==> src/rtl/core/ipv4rx_pkg.sv <==
package ipv4rx_pkg;

  localparam int unsigned MinHdrBytes = 20;
  localparam logic [7:0]  ProtoIcmp   = 8'd1;
  localparam logic [7:0]  ProtoUdp    = 8'd17;
  localparam logic [15:0] SumAllOnes  = 16'hffff;
  localparam logic [15:0] CountMax    = 16'hffff;
  localparam logic [3:0]  McastNibble = 4'he;

  typedef enum logic [2:0] {
    VERD_ACCEPT   = 3'd0,
    VERD_SHORT    = 3'd1,
    VERD_BAD_LEN  = 3'd2,
    VERD_BAD_CSUM = 3'd3,
    VERD_NOT_OURS = 3'd4
  } verdict_e;

  typedef enum logic [1:0] {
    CLASS_ICMP    = 2'd0,
    CLASS_UDP     = 2'd1,
    CLASS_UNKNOWN = 2'd2
  } upper_class_e;

  typedef enum logic [1:0] {
    REG_LOCAL_ADDR  = 2'd0,
    REG_ICMP_ENABLE = 2'd1,
    REG_UDP_ENABLE  = 2'd2
  } reg_idx_e;

  typedef struct packed {
    logic [7:0] data_byte;
    logic       last_byte;
  } in_item_t;

  typedef struct packed {
    verdict_e     verdict;
    upper_class_e upper_class;
    logic [5:0]   header_bytes;
    logic [15:0]  total_length;
    logic [31:0]  source_addr;
    logic         learn_source;
  } out_item_t;

  // Header summary of one finished packet, handed from front to back.
  typedef struct packed {
    logic [15:0] received;
    logic [5:0]  ihl_bytes;
    logic [15:0] sum;
    logic [15:0] length;
    logic [7:0]  proto;
    logic [31:0] src;
    logic [31:0] dst;
  } pkt_sum_t;

  typedef struct packed {
    logic [31:0] local_addr;
    logic        icmp_enable;
    logic        udp_enable;
  } cfg_t;

endpackage

==> src/rtl/core/ipv4rx_front.sv <==
module ipv4rx_front
  import ipv4rx_pkg::*;
(
  input  logic     clk_i,
  input  logic     rst_ni,
  input  logic     accept_i,
  input  in_item_t item_i,
  output logic     push_o,
  output pkt_sum_t sum_o
);

  logic [15:0] cnt_q, cnt_d, cnt_next;
  logic [5:0]  ihl_q, ihl_d, ihl_now;
  logic [16:0] sum_q, sum_d, sum_next;
  logic [7:0]  high_q, high_d, high_next;
  logic [15:0] len_q, len_d, len_next;
  logic [7:0]  proto_q, proto_d, proto_next;
  logic [31:0] src_q, src_d, src_next;
  logic [31:0] dst_q, dst_d, dst_next;
  logic [17:0] raw_sum;
  logic [16:0] fold_sum;
  logic        in_hdr;
  logic [7:0]  b;

  assign b        = item_i.data_byte;
  assign ihl_now  = (cnt_q == 16'd0) ? {b[3:0], 2'b00} : ihl_q;
  assign in_hdr   = cnt_q < {10'd0, ihl_now};
  assign raw_sum  = {1'b0, sum_q} + {2'b00, high_q, b};
  assign fold_sum = {1'b0, raw_sum[15:0]} + {15'd0, raw_sum[17:16]};

  always_comb begin
    sum_next   = sum_q;
    high_next  = high_q;
    len_next   = len_q;
    proto_next = proto_q;
    src_next   = src_q;
    dst_next   = dst_q;
    // Odd header positions close a 16-bit word, even ones open it.
    if (in_hdr) begin
      if (cnt_q[0]) begin
        sum_next = fold_sum;
      end else begin
        high_next = b;
      end
    end
    if (cnt_q == 16'd2) begin
      len_next = {b, len_q[7:0]};
    end
    if (cnt_q == 16'd3) begin
      len_next = {len_q[15:8], b};
    end
    if (cnt_q == 16'd9) begin
      proto_next = b;
    end
    if (cnt_q >= 16'd12 && cnt_q < 16'd16) begin
      src_next = {src_q[23:0], b};
    end
    if (cnt_q >= 16'd16 && cnt_q < 16'd20) begin
      dst_next = {dst_q[23:0], b};
    end
    cnt_next = (cnt_q == CountMax) ? cnt_q : cnt_q + 16'd1;
  end

  always_comb begin
    cnt_d   = cnt_q;
    ihl_d   = ihl_q;
    sum_d   = sum_q;
    high_d  = high_q;
    len_d   = len_q;
    proto_d = proto_q;
    src_d   = src_q;
    dst_d   = dst_q;
    if (accept_i) begin
      if (item_i.last_byte) begin
        // Clear per-packet state once the summary is queued.
        cnt_d   = '0;
        ihl_d   = '0;
        sum_d   = '0;
        high_d  = '0;
        len_d   = '0;
        proto_d = '0;
        src_d   = '0;
        dst_d   = '0;
      end else begin
        cnt_d   = cnt_next;
        ihl_d   = ihl_now;
        sum_d   = sum_next;
        high_d  = high_next;
        len_d   = len_next;
        proto_d = proto_next;
        src_d   = src_next;
        dst_d   = dst_next;
      end
    end
  end

  assign push_o = accept_i && item_i.last_byte;

  always_comb begin
    sum_o.received  = cnt_next;
    sum_o.ihl_bytes = ihl_now;
    sum_o.sum       = sum_next[15:0];
    sum_o.length    = len_next;
    sum_o.proto     = proto_next;
    sum_o.src       = src_next;
    sum_o.dst       = dst_next;
  end

  always_ff @(posedge clk_i or negedge rst_ni) begin
    if (!rst_ni) begin
      cnt_q   <= '0;
      ihl_q   <= '0;
      sum_q   <= '0;
      high_q  <= '0;
      len_q   <= '0;
      proto_q <= '0;
      src_q   <= '0;
      dst_q   <= '0;
    end else begin
      cnt_q   <= cnt_d;
      ihl_q   <= ihl_d;
      sum_q   <= sum_d;
      high_q  <= high_d;
      len_q   <= len_d;
      proto_q <= proto_d;
      src_q   <= src_d;
      dst_q   <= dst_d;
    end
  end

endmodule

==> src/rtl/core/ipv4rx_queue.sv <==
module ipv4rx_queue
  import ipv4rx_pkg::*;
#(
  parameter int unsigned Depth = 2
) (
  input  logic     clk_i,
  input  logic     rst_ni,
  input  logic     push_i,
  input  pkt_sum_t data_i,
  output logic     full_o,
  input  logic     pop_i,
  output logic     valid_o,
  output pkt_sum_t data_o
);

  localparam int unsigned PtrW = (Depth > 1) ? $clog2(Depth) : 1;
  localparam int unsigned CntW = $clog2(Depth + 1);

  pkt_sum_t            store_q [Depth];
  logic [PtrW-1:0]     wr_ptr_q, wr_ptr_d, rd_ptr_q, rd_ptr_d;
  logic [CntW-1:0]     count_q, count_d;
  logic                do_push, do_pop;

  assign full_o  = count_q == CntW'(Depth);
  assign valid_o = count_q != '0;
  assign data_o  = store_q[rd_ptr_q];
  assign do_push = push_i && !full_o;
  assign do_pop  = pop_i && valid_o;

  always_comb begin
    wr_ptr_d = wr_ptr_q;
    rd_ptr_d = rd_ptr_q;
    count_d  = count_q;
    if (do_push) begin
      wr_ptr_d = (wr_ptr_q == PtrW'(Depth - 1)) ? '0 : wr_ptr_q + 1'b1;
    end
    if (do_pop) begin
      rd_ptr_d = (rd_ptr_q == PtrW'(Depth - 1)) ? '0 : rd_ptr_q + 1'b1;
    end
    case ({do_push, do_pop})
      2'b10:   count_d = count_q + 1'b1;
      2'b01:   count_d = count_q - 1'b1;
      default: count_d = count_q;
    endcase
  end

  always_ff @(posedge clk_i) begin
    if (do_push) begin
      store_q[wr_ptr_q] <= data_i;
    end
  end

  always_ff @(posedge clk_i or negedge rst_ni) begin
    if (!rst_ni) begin
      wr_ptr_q <= '0;
      rd_ptr_q <= '0;
      count_q  <= '0;
    end else begin
      wr_ptr_q <= wr_ptr_d;
      rd_ptr_q <= rd_ptr_d;
      count_q  <= count_d;
    end
  end

endmodule

==> src/rtl/core/ipv4rx_back.sv <==
module ipv4rx_back
  import ipv4rx_pkg::*;
(
  input  logic      clk_i,
  input  logic      rst_ni,
  input  cfg_t      cfg_i,
  input  logic      sum_valid_i,
  input  pkt_sum_t  sum_i,
  output logic      pop_o,
  output logic      out_valid_o,
  input  logic      out_ready_i,
  output out_item_t out_data_o
);

  logic      out_valid_q, out_valid_d;
  out_item_t out_q, result;
  verdict_e  verdict;

  always_comb begin
    if (sum_i.received < 16'(MinHdrBytes)) begin
      verdict = VERD_SHORT;
    end else if (sum_i.length <= {10'd0, sum_i.ihl_bytes} ||
                 sum_i.received < sum_i.length) begin
      verdict = VERD_BAD_LEN;
    end else if (sum_i.sum != SumAllOnes) begin
      verdict = VERD_BAD_CSUM;
    end else if (sum_i.dst != cfg_i.local_addr && sum_i.dst[31:28] != McastNibble) begin
      verdict = VERD_NOT_OURS;
    end else begin
      verdict = VERD_ACCEPT;
    end
  end

  always_comb begin
    result.verdict      = verdict;
    result.upper_class  = CLASS_UNKNOWN;
    result.header_bytes = sum_i.ihl_bytes;
    result.total_length = sum_i.length;
    result.source_addr  = sum_i.src;
    result.learn_source = 1'b0;
    if (verdict == VERD_ACCEPT) begin
      result.learn_source = sum_i.src != '0;
      if (sum_i.proto == ProtoIcmp && cfg_i.icmp_enable) begin
        result.upper_class = CLASS_ICMP;
      end else if (sum_i.proto == ProtoUdp && cfg_i.udp_enable) begin
        result.upper_class = CLASS_UDP;
      end
    end
  end

  // Load the output register whenever it is empty or being drained.
  assign pop_o       = sum_valid_i && (!out_valid_q || out_ready_i);
  assign out_valid_d = pop_o || (out_valid_q && !out_ready_i);

  always_ff @(posedge clk_i) begin
    if (pop_o) begin
      out_q <= result;
    end
  end

  always_ff @(posedge clk_i or negedge rst_ni) begin
    if (!rst_ni) begin
      out_valid_q <= 1'b0;
    end else begin
      out_valid_q <= out_valid_d;
    end
  end

  assign out_valid_o = out_valid_q;
  assign out_data_o  = out_q;

endmodule

==> src/rtl/core/ipv4_receive_header_check_unit.sv <==
// IPv4 receive header check. Feed a received packet one byte per transfer on
// the input channel, header first, with last_byte set on the final byte; one
// verdict comes out per packet, none for the other bytes. While the queue has
// room the front end takes one byte every cycle: it folds the ones' complement
// header checksum over 4*IHL bytes and captures total length, protocol and
// both addresses, so a byte's work is one 16-bit add with an end-around carry
// plus field capture. On the last byte the front pushes a header summary into
// a small queue (QueueDepth entries); the back end pops it, runs the checks in
// order (too short, bad length, bad checksum, not for us) and classes accepted
// packets as ICMP, UDP or unknown. Results sit in an output register, so a
// stalled consumer only stops input once the queue and that register are
// full; the input channel holds off only then. When nothing is stalled the
// verdict goes from the last byte's transfer into the queue and then into the
// output register. The received byte count saturates at 65535. Configuration
// registers sit on the APB port at byte offsets 0x0 (local_addr), 0x4
// (icmp_enable, bit 0) and 0x8 (udp_enable, bit 0); write them only while no
// packet is in flight. Reads return the current values, pready is tied
// high.
module ipv4_receive_header_check_unit
  import ipv4rx_pkg::*;
#(
  parameter int unsigned QueueDepth = 2
) (
  input  logic        clk_i,
  input  logic        rst_ni,
  input  logic        in_valid_i,
  output logic        in_ready_o,
  input  in_item_t    in_data_i,
  output logic        out_valid_o,
  input  logic        out_ready_i,
  output out_item_t   out_data_o,
  input  logic        psel,
  input  logic        penable,
  input  logic        pwrite,
  input  logic [3:0]  paddr,
  input  logic [31:0] pwdata,
  output logic [31:0] prdata,
  output logic        pready
);

  cfg_t     cfg_q, cfg_d;
  logic     cfg_write;
  reg_idx_e reg_idx;
  logic     queue_full, in_accept, push, pop, sum_valid;
  pkt_sum_t front_sum, back_sum;

  // Register file: write on the APB access phase.
  assign pready    = 1'b1;
  assign reg_idx   = reg_idx_e'(paddr[3:2]);
  assign cfg_write = psel && penable && pwrite && pready;

  always_comb begin
    cfg_d = cfg_q;
    if (cfg_write) begin
      unique case (reg_idx)
        REG_LOCAL_ADDR:  cfg_d.local_addr  = pwdata;
        REG_ICMP_ENABLE: cfg_d.icmp_enable = pwdata[0];
        REG_UDP_ENABLE:  cfg_d.udp_enable  = pwdata[0];
        default:         cfg_d = cfg_q;
      endcase
    end
  end

  always_comb begin
    unique case (reg_idx)
      REG_LOCAL_ADDR:  prdata = cfg_q.local_addr;
      REG_ICMP_ENABLE: prdata = {31'd0, cfg_q.icmp_enable};
      REG_UDP_ENABLE:  prdata = {31'd0, cfg_q.udp_enable};
      default:         prdata = '0;
    endcase
  end

  always_ff @(posedge clk_i or negedge rst_ni) begin
    if (!rst_ni) begin
      cfg_q.local_addr  <= '0;
      cfg_q.icmp_enable <= 1'b1;
      cfg_q.udp_enable  <= 1'b1;
    end else begin
      cfg_q <= cfg_d;
    end
  end

  // Hold off input only while the summary queue has no room.
  assign in_ready_o = !queue_full;
  assign in_accept  = in_valid_i && in_ready_o;

  ipv4rx_front u_front (
    .clk_i    (clk_i),
    .rst_ni   (rst_ni),
    .accept_i (in_accept),
    .item_i   (in_data_i),
    .push_o   (push),
    .sum_o    (front_sum)
  );

  ipv4rx_queue #(
    .Depth (QueueDepth)
  ) u_queue (
    .clk_i   (clk_i),
    .rst_ni  (rst_ni),
    .push_i  (push),
    .data_i  (front_sum),
    .full_o  (queue_full),
    .pop_i   (pop),
    .valid_o (sum_valid),
    .data_o  (back_sum)
  );

  ipv4rx_back u_back (
    .clk_i       (clk_i),
    .rst_ni      (rst_ni),
    .cfg_i       (cfg_q),
    .sum_valid_i (sum_valid),
    .sum_i       (back_sum),
    .pop_o       (pop),
    .out_valid_o (out_valid_o),
    .out_ready_i (out_ready_i),
    .out_data_o  (out_data_o)
  );

endmodule

==> config.mk <==
export PLATFORM = sky130hd
export DESIGN_NAME = ipv4_receive_header_check_unit
export DESIGN_NICKNAME = d
export VERILOG_FILES = /design/src/rtl/core/ipv4rx_pkg.sv /design/src/rtl/core/ipv4rx_front.sv /design/src/rtl/core/ipv4rx_queue.sv /design/src/rtl/core/ipv4rx_back.sv /design/src/rtl/core/ipv4_receive_header_check_unit.sv
export SDC_FILE = /design/constraint.sdc
export NUM_CORES = 1
export LEC_CHECK = 0
export BUFFER_PORTS_ARGS = -buffer_cell sky130_fd_sc_hd__buf_2
export CORE_ASPECT_RATIO = 0.8
export CORE_UTILIZATION = 35
export DETAILED_ROUTE_END_ITERATION = 6
export SYNTH_ARGS = -nofsm -noshare
export SYNTH_HDL_FRONTEND = slang
export SYNTH_SLANG_ARGS = --single-unit
==> constraint.sdc <==
create_clock -name clk_i -period 9.8 [get_ports clk_i]
set_input_delay 0.49 -clock clk_i [delete_from_list [all_inputs] [get_ports clk_i]]
set_output_delay 0.49 -clock clk_i [all_outputs]
set_load 0.02 [all_outputs]
Yosys cells after proc, flatten, opt, wreduce, memory -nomap -nowiden
Memory sizes are Yosys's and may differ from the RTL's.
Cells that the tools add are included.
{ "totals": {"output_inout_bits": 95, "memories": 1, "ff_bits": 234, "wordCells": 119, "mem_bits_rw": 252, "in_bits": 52} }
{ "mem_list": {"columns": ["memory", "words", "word_bits", "rd", "rd_ports_with_merged_regs", "write_ports", "line_no", "text"], "rows": [
  ["u_queue.store_q", 2, 126, 1, 0, 1, "ipv4rx_queue.sv:19", "pkt_sum_t store_q [Depth];"]
]} }
{ "classes": {"n_eq_ne": 15, "n_mux": 31, "n_addsub": 7, "magnitude_cmp": 8, "bitwise_logic": 1, "reduce_logical": 33} }
{ "op_table": {"columns": ["op", "n"], "rows": [
  ["$mux W32", 4],
  ["$pmux W32 S3", 1],
  ["$mux W16", 5],
  ["$mux W17", 3],
  ["$lt A16 B5 Y1 const B", 3],
  ["$mux W8", 5],
  ["$eq A16 B2 Y1 const B", 2],
  ["$ne A32 B32 Y1", 1],
  ["$reduce_bool A32 Y1", 1],
  ["$add A17 B16 Y18", 1],
  ["$add A16 B2 Y17", 1],
  ["$add A16 B1 Y16 const B", 1],
  ["$eq A16 B16 Y1 const B", 1],
  ["$eq A16 B4 Y1 const B", 1],
  ["$ge A16 B4 Y1 const B", 1],
  ["$ge A16 B5 Y1 const B", 1],
  ["$le A16 B6 Y1", 1],
  ["$logic_not A16 Y1", 1],
  ["$lt A16 B16 Y1", 1],
  ["$lt A16 B6 Y1", 1],
  ["$ne A16 B16 Y1 const B", 1],
  ["$logic_and A1 B1 Y1", 13],
  ["$mux W3", 4],
  ["$mux W6", 2],
  ["other kinds (21)", 39]
]} }

Logic depth before layout (Yosys ltp)
Gate-level depths: netlist (run 1).
An unclocked memory read counts as a cell.
{ "logic_depth": {"ltp_word": 10, "mapped_depth": 20, "mapped_depth_nobuf": 20} }

Modules after synthesis
A second synthesis (run 1) with hierarchy kept.
{ "hier_totals": {"hier_cells": 1501, "area_unflattened_um2": 22101.2} }
{ "by_module_without_submodules": {"columns": ["module", "cells_each", "seq_area_each_um2", "n_inst", "area_each_um2"], "rows": [
  ["ipv4rx_queue", 410, 7667.4, 1, 9396.5],
  ["ipv4rx_front", 755, 3378.2, 1, 8126.5],
  ["ipv4rx_back", 219, 1826.8, 1, 2976.6],
  ["ipv4_receive_header_check_unit", 117, 853.3, 1, 1601.5]
]} }

Worst setup path after synthesis (run 1)
Ideal clock, no wire load.
{ "synth_path": {"kind": "flip-flop to flip-flop", "start": "register u_queue.count_q[0]", "end": "memory u_queue.store_q[0][0] (netlist name) (enable)", "path_stages_with_launch": 6, "t_required_ps": 9187, "t_arrival_ps": 6464, "setup_time_ps": 613, "slack_ps": 2723, "synth_period_minus_slack_ps": 7077, "path_buffers": 1, "path_cell_list": "dfrtp_1 > nand2b_1 > and2_1 > clkbuf_1 > nand2_1 > nor2_1"} }
{ "synth_between": {"elab_chain_len": 7} }
{ "synth_rtl": {"columns": ["element", "line_no", "text"], "rows": [
  ["start: declaration", "ipv4rx_queue.sv:21", "logic [CntW-1:0] count_q, count_d;"],
  ["start signal: assignment", "ipv4rx_queue.sv:61", "count_q <= count_d;"],
  ["$eq A2 B2 Y1 (*)", "ipv4rx_queue.sv:24", "assign full_o = count_q == CntW'(Depth);"],
  ["$logic_not A1 Y1 (*)", "ipv4_receive_header_check_unit.sv:84", "assign in_ready_o = !queue_full;"],
  ["named net in_ready_o", "ipv4_receive_header_check_unit.sv:27", "output logic in_ready_o,"],
  ["$logic_and A1 B1 Y1", "ipv4_receive_header_check_unit.sv:85", "assign in_accept = in_valid_i && in_ready_o;"],
  ["$logic_and A1 B1 Y1", "ipv4rx_front.sv:97", "assign push_o = accept_i && item_i.last_byte;"],
  ["$logic_and A1 B1 Y1 (*)", "ipv4rx_queue.sv:27", "assign do_push = push_i && !full_o;"],
  ["$mux W1 (*)", "ipv4rx_queue.sv:48", "if (do_push) begin"],
  ["$mux W1 (implied by the code) (*)", "ipv4rx_queue.sv:49", "store_q[wr_ptr_q] <= data_i;"],
  ["end: declaration", "ipv4rx_queue.sv:19", null]
]} }
Mark *: on every way through the listed nets, which the timed path passes. The rest lies on a longest branch.

==> results of run 1 <==
-- layer usage --
layer  up-vias  track usage [%]  wire [µm]
li1       6361                -          -
met1      6855             24.0      25100
met2       314             22.8      22000
met3        57             2.30       2540
met4         4             3.77        749
met5         -                0         22
-- final cells by class --
type | instances | share of cell area [%]
clock buffer | 61 | 5.22
inverter | 42 | 0.627
timing repair buffer | 160 | 3.39
tap | 830 | 4.13
clock inverter | 33 | 1.30
antenna | 1 | 0.00995
multi-input combinational | 1001 | 30.8
sequential | 486 | 54.6
-- through the flow --
| stage | total power [mW] | setup WS, ps | util (%) | instances | instance area [µm²] |
|---|---|---|---|---|---|
| after floorplan | 4.45 | 2720 | - | 1616 | 22000 |
| after global placement | 4.97 | 4120 | 38.2 | 2518 | 23500 |
| after detailed placement | 5.02 | 4050 | 38.2 | 2518 | 23500 |
| after CTS | 6.95 | 4630 | 40.9 | 2613 | 25200 |
| after global routing | 7.25 | 4260 | 40.9 | 2614 | 25200 |
| final | 6.88 | 4630 | 40.9 | 2614 | 25200 |
-- Yosys cell counts, types with 6 or more instances --
master | number | area share (%)
edfxtp_1 | 312 | 43
dfrtp_1 | 172 | 20
mux2_2 | 169 | 8.7
nand2_1 | 114 | 1.9
o21ai_0 | 89 | 2.0
a22o_1 | 66 | 2.6
clkbuf_1 | 63 | 1.1
mux2i_1 | 58 | 2.6
xnor2_1 | 57 | 2.3
ha_1 | 49 | 2.8
a22oi_1 | 48 | 1.6
nor2_1 | 47 | 0.80
inv_1 | 42 | 0.72
and2_1 | 36 | 1.0
a21oi_1 | 30 | 0.68
nor4_1 | 25 | 0.71
nand3_1 | 21 | 0.48
nand4_1 | 20 | 0.57
nor3_1 | 18 | 0.41
buf_2 | 14 | 0.32
xor2_1 | 11 | 0.44
nor2b_1 | 10 | 0.28
o211ai_1 | 10 | 0.34
o21a_1 | 8 | 0.27
a21o_1 | 7 | 0.24
a211oi_1 | 6 | 0.21
buf_4 | 6 | 0.21
or4_1 | 6 | 0.21
-- state kept, by name, summed over array words and instances, names as in the netlist, 16 cells and up --
signal,cells
u_back.out_data_o,60
cfg_q,34
u_front.src_q,32
u_queue.store_q,252
u_front.len_q,16
u_front.cnt_q,16
u_front.dst_q,32
u_front.sum_q,17
-- worst paths after layout --
check                                        startpoint                                end  slack, ps  depth (start not counted)
max reg2reg                u_front.sum_q[0]$_DFFE_PN0P_  u_queue.store_q[1][103]$_DFFE_PP_       4680                         20
max in group asynchronous                        rst_ni     u_front.proto_q[2]$_DFFE_PN0P_       7320                          4
min                                         out_ready_i       u_back.out_valid_o$_DFF_PN0_         90                          2
min in group asynchronous                        rst_ni              cfg_q[28]$_DFFE_PN0P_        520                          2
max                                        in_data_i[2]  u_queue.store_q[1][103]$_DFFE_PP_       4630                         20
min reg2reg                u_front.ihl_q[4]$_DFFE_PN0P_       u_front.ihl_q[4]$_DFFE_PN0P_        490                          2
-- cell families (layout without fill, tap and decap cells) --
kind of cell	after synthesis	in the layout
other	1	2
adders and majority gates	51	51
DFF	486	486
xor gates and xnor gates	68	68
muxes	227	227
AOI/OAI and AO/OA	306	306
buffers and inverters	129	296
and+or+nand+nor	348	348
-- repair_timing --
| item | in CTS | in global routing |
|---|---|---|
| hold buffers | 1 | 0 |
| setup buffers | 0 | 0 |
| hold endpoints to repair | 44 | 0 |
| endpoints found under the setup margin | 0 | 0 |
-- power by group --
part / switching (mW) / leakage (nW) / internal (mW)
Sequential: 0.257 / 5.28 / 2.72
Combinational: 1.23 / 3.90 / 0.762
Clock: 0.793 / 0.806 / 1.12
Total: 2.28 / 9.98 / 4.60
==> metrics.md, run 1 <==
| Metric | Value |
|---|---|
| Vias | `13.6k` |
| Fillers | `5702` |
| Critical-path top delay cell | `fa_1` |
| Area occupied by multi-input gates | `7740 µm²` |
| RSZ-0062 raised after global routing | `no` |
| Post-Syn Nets | `1719` |
| Mux cell area share after synthesis | `11.3%` |
| Routability congestion estimate | `0.789` |
| Router iterations before antenna repair | `7` |
| CP top delay family | `compound AO/OA/AOI/OAI gates` |
| Critical path peak fanout | `8` |
| Seq/Total Area, Yosys | `62.5%` |
| Most common cell after layout, fill and taps aside | `edfxtp_1` |
| Synth Area in Compound Gates | `9.64%` |
| Fin nets | `1845` |
| CTS root buffer | `clkbuf_16` |
| Async S/R FF share, synth | `35.8%` |
| Post-Synthesis Cells | `1616` |
| Initial Util | `35.7%` |
| WL per Instance | `19.3 µm` |
| Initial DRC count | `874` |
| WHS | `88.7 ps` |
| Max-slew violations | `0` |
| Largest family of logic cells by synthesized area | `multiplexers` |
| Synthesis Warnings | `0` |
| Slew @ Worst Pin | `1100 ps` |
| First-pass GRT wire length | `76600 µm` |
| Crit start category | `input port` |
| Crit. End Element | `flop` |
| H-tree depth | `2` |
| Status | `finished, final reports clean` |
| Worst Skew | `23.1 ps` |
| Commonest non-fill, non-tap cells in the layout | `312 x edfxtp_1, 171 x dfrtp_1, 169 x mux2_2` |
| Total congestion overflow | `0` |
| Register area | `13700 µm²` |
| CP peak stage delay | `560 ps` |
| Die area | `63800 µm²` |
| Fmax | `194 MHz` |
| Vias in the first global route | `12.9k` |
| # rows | `81` |
| Period utilisation layout | `52.7%` |
| Crit path buf inv count | `2` |
| Post-Synth Simple-Gate Area | `8.36%` |
| Crit path DAT | `5460 ps` |
| Worst-path cell chain | `buf_2, inv_1, fa_1, nor2b_1, o2111ai_1, a211oi_1, o21a_1, o21a_1, o21ai_0, nand2b_1, a311o_1, ha_1, a21oi_1, nor2b_1, nor3b_1, o211ai_1, nor4_2, nand4b_1, xnor2_1, o21ai_0` |
| IO buf count | `143` |
| Adder-cell share of the synthesized area | `2.97%` |
| P&R area growth vs syn | `14.6%` |
| Max Cap Viol | `0` |
| Latest clock arrival within the worst-skew pair | `590 ps` |
| Leakage | `9.98 nW` |
| Setup Total Neg Slack | `0 ps` |
| Syn avg cell area | `13.6 µm²` |
| CTS tree | `built` |
| Die W | `282 µm` |
| Count of final setup violators | `0` |
| Setup CP Type | `input port to flop` |
| Post-cts resize count | `0` |
| Core Area | `61500 µm²` |
| Routed Antenna Nets | `0` |
| Post-DP HPWL | `32800 µm` |
| Die span in y | `226 µm` |
| Share of cells above drive strength 1 | `24.4%` |
| EDFF count, synth | `312` |
| Most used DFF post-synth | `edfxtp_1` |
| I/O pin count | `147` |
| XOR/XNOR Fraction of Synth Area | `2.71%` |
| GRT Resource Usage Total | `15.6%` |
| Initial antenna violation count | `4` |
| Power Density | `274 nW/µm²` |
| Max_slew headroom | `26.3%` |
| Num CTS Buffers | `51` |
| Final Hold Fails | `0` |
| Worst Hold Class | `input port to flop` |
| Routed wire length | `50500 µm` |
| Mapped cell area | `22000 µm²` |
| Maximum vdd drop | `0.135 mV` |
| Via density | `5.20` |
| Clock Sinks | `486` |
| Clock transition at the registers of the reported paths | `60 ps` |
| Largest net degree at the start of global routing | `82` |
| Synth cell types | `74` |
| Yosys reg bits | `486` |
| Min cycle time layout | `5170 ps` |
| DRC Markers | `0` |
| Worst EP required | `10090 ps` |
| Clock Tree Buf Depth | `3` |
No activity file was read; power rests on OpenSTA's default activity.
==> run 2: changes to the inputs <==
==> constraint.sdc (replaced) <==
create_clock -name clk_i -period 4.75 [get_ports clk_i]
set_input_delay 0.2375 -clock clk_i [delete_from_list [all_inputs] [get_ports clk_i]]
set_output_delay 0.2375 -clock clk_i [all_outputs]
set_load 0.02 [all_outputs]
==> run 2 against run 1 <==
Critical path depth is the same. Cell count grew 2.3%. Non-clock buffer count grew 60. Total power grew 110%. Via count grew 1.7%. Sequential share of layout area shrank 1.4 points. Critical path type is now flop to flop. Largest cell class unchanged. Largest power group unchanged. Highest routed layer unchanged.
==> metrics.md, run 2 (synthesis results as in run 1) <==
| Metric | Value |
|---|---|
| Worst hold start | `in_data_i[0]` |
| Design area | `25800 µm² (+2.6%)` |
| Clock Tree Buf Depth | `3 (unchanged)` |
| IO buf count | `143 (unchanged)` |
| Period utilisation layout | `92.5%` |
| Placed cell areas | `23700 µm² (+0.96%)` |
| Register area | `13700 µm² (unchanged)` |
| GR Util met2 | `24.3% (+1.5 points)` |
| Placed cell count | `2543 (+0.99%)` |
| FF-to-FF Start | `u_front.sum_q[0]$_DFFE_PN0P_` |
| Power after layout | `14.4 mW (+110%)` |
| RSZ-0062 raised after global routing | `no` |
| Critical path peak fanout | `4 (-4)` |
| WL per Instance | `19.3 µm (-0.12%)` |
| Routed Antenna Nets | `0 (unchanged)` |
| Die span in y | `226 µm (unchanged)` |
| # rows | `81 (unchanged)` |
| Area occupied by multi-input gates | `7790 µm² (+0.60%)` |
| Fin nets | `1905 (+3.3%)` |
| Reg2Reg Depth | `20 (unchanged)` |
| Vias in the first global route | `13.5k (+4.3%)` |
| Worst-path cell chain | `ha_1, inv_1, fa_1, nor2b_2, o2111ai_2, a211oi_2, o21a_1, o21a_1, o21ai_1, nor4b_2, a311o_1, ha_1, fa_1, nand2_1, inv_1, o2111ai_1, nor4_4, buf_4, xnor2_1, o21ai_0` |
| Initial DRC count | `1086 (+24%)` |
| Hold-critical path depth | `2 (unchanged)` |
| Flop-to-flop setup slack | `360 ps (-4320 ps)` |
| Crit start category | `flop` |
| Commonest non-fill, non-tap cells in the layout | `312 x edfxtp_1, 171 x dfrtp_1, 169 x mux2_2` |
| CTS root buffer | `clkbuf_16` |
| DRC Markers | `0 (unchanged)` |
| Max_slew headroom | `30.3% (+4.0 points)` |
| Largest Register | `u_queue.store_q` |
| Finished Core Util | `42.0% (+1.1 points)` |
| Clock transition at the registers of the reported paths | `60 ps (about the same)` |
| Power Density | `558 nW/µm² (+100%)` |
| CP peak stage delay | `410 ps (-150 ps)` |
| Final Hold Fails | `0 (unchanged)` |
| Fin cells | `2675 (+2.3%)` |
| Post-DP HPWL | `33700 µm (+2.6%)` |
| Largest net degree at the start of global routing | `127 (+55%)` |
| Most common cell after layout, fill and taps aside | `edfxtp_1` |
| H-tree depth | `2 (unchanged)` |
| Router iterations before antenna repair | `5 (-2)` |
| Worst EP required | `5120 ps (-4970 ps)` |
| Critical-path top delay cell | `fa_1` |
| Via density | `5.17 (-0.61%)` |
| CP top delay family | `compound AO/OA/AOI/OAI gates` |
| First-pass GRT wire length | `79200 µm (+3.3%)` |
| CTS tree | `built` |
| Initial Util | `35.7% (unchanged)` |
| Share of cells above drive strength 1 | `25.5% (+1.1 points)` |
| Setup CP Type | `flop to flop` |
| Min cycle time layout | `4390 ps` |
| Total congestion overflow | `0 (unchanged)` |
| Initial antenna violation count | `1 (-3)` |
| Worst Hold Class | `input port to flop` |
| Fmax | `228 MHz` |
| Number of flip-flops in the largest register | `252 (unchanged)` |
| Met3 Resource Use GR | `2.41% (+0.11 points)` |
| Hold endpoint | `u_front.src_q[28]$_DFFE_PN0P_` |
| Leakage | `10.3 nW (+3.0%)` |
| Die W | `282 µm (unchanged)` |
| Max Cap Viol | `0 (unchanged)` |
| Status | `finished, final reports clean` |
| Die area | `63800 µm² (unchanged)` |
| Worst r2r dst | `u_queue.store_q[0][98]$_DFFE_PP_` |
| P&R area growth vs syn | `17.5%` |
| Max-slew violations | `0 (unchanged)` |
| Core Area | `61500 µm² (unchanged)` |
| Crit path buf inv count | `3 (+1)` |
| Routed wire length | `51600 µm (+2.2%)` |
| Num CTS Buffers | `51 (unchanged)` |
| Crit path DAT | `4760 ps (-700 ps)` |
| Worst Skew | `12.5 ps (-10.6 ps)` |
| Vias | `13.8k (+1.7%)` |
| Latest clock arrival within the worst-skew pair | `580 ps (about the same)` |
| I/O pin count | `147 (unchanged)` |
| Grt met1 use | `24.0% (-0.049 points)` |
| Maximum vdd drop | `0.306 mV (+130%)` |
| Count of final setup violators | `0 (unchanged)` |
| Routability congestion estimate | `0.837 (+6.1%)` |
| Grt peak-use layer | `met2` |
| Crit. End Element | `flop` |
| Fillers | `5632 (-1.2%)` |
| GRT Resource Usage Total | `16.1% (+0.46 points)` |
| Clock Sinks | `486 (unchanged)` |
| # diodes | `0 (-1)` |
| Setup Total Neg Slack | `0 ps (unchanged)` |
| Slew @ Worst Pin | `1050 ps (-51.9 ps)` |
run 2: cell types whose count changed in the layout (fill, tap and decap cells not counted), sizes merged:
| cell | change |
|---|---|
| dlygate4sd3 | +34 |
| buf | +26 |
| clkbuf | +15 |
| clkinv | -13 |
| bufinv | -2 |
| clkinvlp | +1 |
| diode | -1 |
| inv | +1 |
run 2: worst max path at each step:
stage                                               from                           endpoint  slack [ps]  depth (start not counted)
final                       u_front.sum_q[0]$_DFFE_PN0P_   u_queue.store_q[0][98]$_DFFE_PP_         360                         20
after global routing        u_front.sum_q[0]$_DFFE_PN0P_   u_queue.store_q[0][98]$_DFFE_PP_          20                         20
after CTS                   u_front.sum_q[8]$_DFFE_PN0P_  u_queue.store_q[1][103]$_DFFE_PP_         140                         19
after detailed placement    u_front.sum_q[8]$_DFFE_PN0P_  u_queue.store_q[0][103]$_DFFE_PP_         190                         19
after global placement      u_front.sum_q[0]$_DFFE_PN0P_  u_queue.store_q[0][100]$_DFFE_PP_         240                         20
after floorplan           u_queue.count_q[0]$_DFFE_PN0P_    u_queue.store_q[1][0]$_DFFE_PP_         190                          4
run 2: worst register-to-register path: stages, from the launching register on:
cell and delay [ps]:
dfrtp_1 370, ha_1 210, inv_1 70, fa_1 410
nor2b_2 170, o2111ai_2 180, a211oi_2 290, o21a_1 170
o21a_1 120, o21ai_1 80, nor4b_2 170, a311o_1 350
ha_1 240, fa_1 400, nand2_1 100, inv_1 40
o2111ai_1 140, nor4_4 100, buf_4 180, xnor2_1 130
o21ai_0 280
run 2: routing by layer:
layer  up-vias  part of all wire, %  wire (µm)
met4         2                  1.6        816
met5         -                0.023         12
li1       6478                    -          -
met1      6907                   48      24900
met3        60                  5.4       2770
met2       376                   45      23100
run 2: timing repair:
action | in CTS | in global routing
buffers inserted | 0 | 1
gates resized for setup | 0 | 12
endpoints found under the setup margin | 0 | 24
hold buffers | 35 | 0
endpoints found under the hold margin | 134 | 0
run 2: layout make-up:
| cell class | instances | area share, % |
|---|---|---|
| flip-flops and latches | 486 | 53.2 |
| clock buffers | 76 | 5.58 |
| multi-input cells | 1001 | 30.2 |
| well taps | 830 | 4.02 |
| clock inverters | 20 | 0.892 |
| inverters | 42 | 0.611 |
| repair buffers | 220 | 5.52 |
run 2: report_power, final:
| group | total (mW) | internal [mW] | switching, mW |
|---|---|---|---|
| Sequential | 6.11 | 5.62 | 0.498 |
| Clock | 3.96 | 2.33 | 1.63 |
| Combinational | 4.31 | 1.67 | 2.65 |
run 2: metrics by stage:
stage / worst slack (ps) / hold WS, ps
after floorplan: 192 / -58.1
after global placement: 241 / 435
after detailed placement: 195 / 444
after CTS: 139 / 82.5
after global routing: 23.3 / 112
final: 357 / 112
==> run 3: changes to the inputs <==
--- a/config.mk
+++ b/config.mk
@@ -6,9 +6,12 @@
 export NUM_CORES = 1
 export LEC_CHECK = 0
 export BUFFER_PORTS_ARGS = -buffer_cell sky130_fd_sc_hd__buf_2
+export CAP_MARGIN = 20
 export CORE_ASPECT_RATIO = 0.8
 export CORE_UTILIZATION = 35
 export DETAILED_ROUTE_END_ITERATION = 6
+export GPL_TIMING_DRIVEN = 0
+export REMOVE_ABC_BUFFERS = 1
 export SYNTH_ARGS = -nofsm -noshare
 export SYNTH_HDL_FRONTEND = slang
 export SYNTH_SLANG_ARGS = --single-unit
==> run 3 against run 2 <==
Clock power rose by 5.6%. Sequential share of layout area decreased by 0.60 points. Routed wire length shrank 3.0%. Die area unchanged. Non-clock buffer count is 20 lower. Design area grew 1.1%. Worst setup slack lost 120 ps. Total power up 2.1%. Maximum frequency shrank 2.6%. Via count is 0.89% lower. Critical path depth stayed put. Critical endpoint is now u_queue.store_q[1][103]$_DFFE_PP_. Largest cell class unchanged. Largest power group unchanged. Highest routed layer is now met4.
==> metrics.md, run 3 (synthesis results as in run 1) <==
| Metric | Value |
|---|---|
| Design area | `26100 µm² (+1.1%)` |
| WL met2 | `23200 µm (+0.44%)` |
| Register area | `13700 µm² (unchanged)` |
| Total congestion overflow | `0 (unchanged)` |
| Most common cell after layout, fill and taps aside | `edfxtp_1` |
| Worst Hold Class | `input port to flop` |
| Router iterations before antenna repair | `5 (unchanged)` |
| Via density | `5.16 (-0.18%)` |
| Largest Register | `u_queue.store_q` |
| Die span in y | `226 µm (unchanged)` |
| Max Cap Viol | `0 (unchanged)` |
| Fmax | `222 MHz (-2.6%)` |
| Clock Sinks | `486 (unchanged)` |
| Latest clock arrival within the worst-skew pair | `590 ps (about the same)` |
| CTS tree | `built` |
| Commonest non-fill, non-tap cells in the layout | `312 x edfxtp_1, 171 x dfrtp_1, 169 x mux2_2` |
| Reg2Reg Depth | `20 (unchanged)` |
| Crit start category | `flop` |
| # rows | `81 (unchanged)` |
| Clock Tree Buf Depth | `3 (unchanged)` |
| Crit. End Element | `flop` |
| M1 WL | `23800 µm (-4.7%)` |
| Routability congestion estimate | `0.829 (-0.94%)` |
| Worst r2r dst | `u_queue.store_q[1][103]$_DFFE_PP_` |
| Maximum vdd drop | `0.252 mV (-18%)` |
| I/O pin count | `147 (unchanged)` |
| Max-slew violations | `0 (unchanged)` |
| Initial antenna violation count | `1 (unchanged)` |
| H-tree depth | `2 (unchanged)` |
| Critical path peak fanout | `4 (unchanged)` |
| Final Hold Fails | `0 (unchanged)` |
| Placed cell areas | `23800 µm² (+0.35%)` |
| WL met3 | `2310 µm (-17%)` |
| DP Worst Slack | `-616 ps (-811 ps)` |
| Post-DP HPWL | `32700 µm (-2.9%)` |
| Die W | `282 µm (unchanged)` |
| Status | `finished, final reports clean` |
| Setup CP Type | `flop to flop` |
| FF-to-FF Start | `u_front.sum_q[0]$_DFFE_PN0P_` |
| Hold endpoint | `cfg_q[0]$_DFFE_PN1P_` |
| Uppermost routed layer | `met4` |
| Max_slew headroom | `23.4% (-7.0 points)` |
| # diodes | `0 (unchanged)` |
| Slew @ Worst Pin | `1140 ps (+92.3 ps)` |
| Area occupied by multi-input gates | `7880 µm² (+1.3%)` |
| Number of flip-flops in the largest register | `252 (unchanged)` |
| Die area | `63800 µm² (unchanged)` |
| Worst hold start | `paddr[2]` |
| Hold-critical path depth | `3 (+1)` |
| Share of cells above drive strength 1 | `26.2% (+0.70 points)` |
| Worst EP required | `5060 ps (-60 ps)` |
| Num CTS Buffers | `52 (+2.0%)` |
| WL per Instance | `18.8 µm (-2.3%)` |
| IO buf count | `143 (unchanged)` |
| Crit path DAT | `4820 ps (+60 ps)` |
| GRT Resource Usage Total | `15.7% (-0.37 points)` |
| First-pass GRT wire length | `78000 µm (-1.4%)` |
| Fin nets | `1886 (-1.0%)` |
| Finished Core Util | `42.4% (+0.48 points)` |
| Power Density | `563 nW/µm² (+0.91%)` |
| Worst Skew | `27.2 ps (+14.7 ps)` |
| Routed Antenna Nets | `0 (unchanged)` |
| DRC Markers | `0 (unchanged)` |
| CTS root buffer | `clkbuf_16` |
| Period utilisation layout | `95.0% (+2.5 points)` |
| Initial DRC count | `984 (-9.4%)` |
| Flop-to-flop setup slack | `240 ps (-120 ps)` |
| Core Area | `61500 µm² (unchanged)` |
| Initial Util | `35.7% (unchanged)` |
| Fin worst setup slack | `238 ps (-119 ps)` |
| Count of final setup violators | `0 (unchanged)` |
| Fillers | `5554 (-1.4%)` |
| Leakage | `10.4 nW (+0.78%)` |
| Clock transition at the registers of the reported paths | `70 ps (about the same)` |
| Min cycle time layout | `4510 ps (+119 ps)` |
| P&R area growth vs syn | `18.9%` |
| Vias in the first global route | `13.7k (+1.6%)` |
| Largest net degree at the start of global routing | `99 (-22%)` |
| Routed wire length | `50000 µm (-3.0%)` |
| Vias | `13.7k (-0.89%)` |
[run 3: cell types whose count changed in the layout (fill, tap and decap cells not counted), sizes merged]
cell | previous run | this run
clkbuf | 76 | 65
clkinv | 10 | 19
bufinv | 4 | 6
dlygate4sd3 | 35 | 34
buf | 185 | 166
clkinvlp | 3 | 4
[run 3: worst max-delay path: stages (launching register included)]
cell and delay (ps):
dfrtp_1 380, ha_2 220, inv_1 60, fa_1 430, nor2b_4 190, o2111ai_4 150
a211oi_2 250, o21a_1 230, o21a_1 140, o21ai_2 70, nand2b_1 90, a311o_1 180
ha_1 190, a21oi_1 80, nor2b_1 190, nor3b_2 240, o211ai_1 190, nor4_2 300
nand4b_1 250, xnor2_2 270, o21ai_2 100
[run 3: per-layer routing]
metal,up-vias,global-route usage (%)
li1,6427,-
met1,6915,22.5
met2,308,24.8
met3,50,2.50
met4,0,3.77
met5,-,0
[run 3: how the worst max path moves through the flow]
stage,slack (ps),depth (start not counted),startpoint,end
after global routing,-30,18,u_front.sum_q[1]$_DFFE_PN0P_,u_queue.store_q[1][103]$_DFFE_PP_
after detailed placement,-620,21,in_data_i[1],u_queue.store_q[0][100]$_DFFE_PP_
after CTS,30,18,u_front.sum_q[3]$_DFFE_PN0P_,u_queue.store_q[1][103]$_DFFE_PP_
after global placement,-6210,3,in_data_i[0],u_queue.store_q[0][55]$_DFFE_PP_
after floorplan,-2210,4,u_queue.count_q[0]$_DFFE_PN0P_,u_queue.store_q[0][0]$_DFFE_PP_
final,240,20,u_front.sum_q[0]$_DFFE_PN0P_,u_queue.store_q[1][103]$_DFFE_PP_
[run 3: area by class of cell]
| class | instances | share of cell area [%] |
|---|---|---|
| Sequential cell | 486 | 52.6 |
| Inverter | 42 | 0.604 |
| Clock inverter | 32 | 1.31 |
| Multi-Input combinational cell | 1001 | 30.2 |
| Timing Repair Buffer | 200 | 5.76 |
| Tap cell | 830 | 3.98 |
| Clock buffer | 65 | 5.56 |
[run 3: through the flow]
stage	TNS (ps)	instances	hold WS (ps)	power (mW)
floorplan	-297040	1529	-58.1	9.14
global placement	-1557480	2502	433	10.5
detailed placement	-9610	2521	347	10.5
CTS	0	2653	64.9	14.8
global route	-50.7	2656	92.3	15.5
finish	0	2656	101	14.7
[run 3: timing repair]
action	in CTS	in global routing
pin swaps	1	5
resized for setup	9	22
buffers inserted	1	3
setup endpoints to repair	17	35
hold buffers	34	0
endpoints found under the hold margin	130	0
gates cloned	0	0
[run 3: power by group]
group          total [mW]  switching [mW]  internal, mW
clock                4.18            1.68          2.50
combinational        4.45            2.70          1.75
sequential           6.06           0.447          5.61
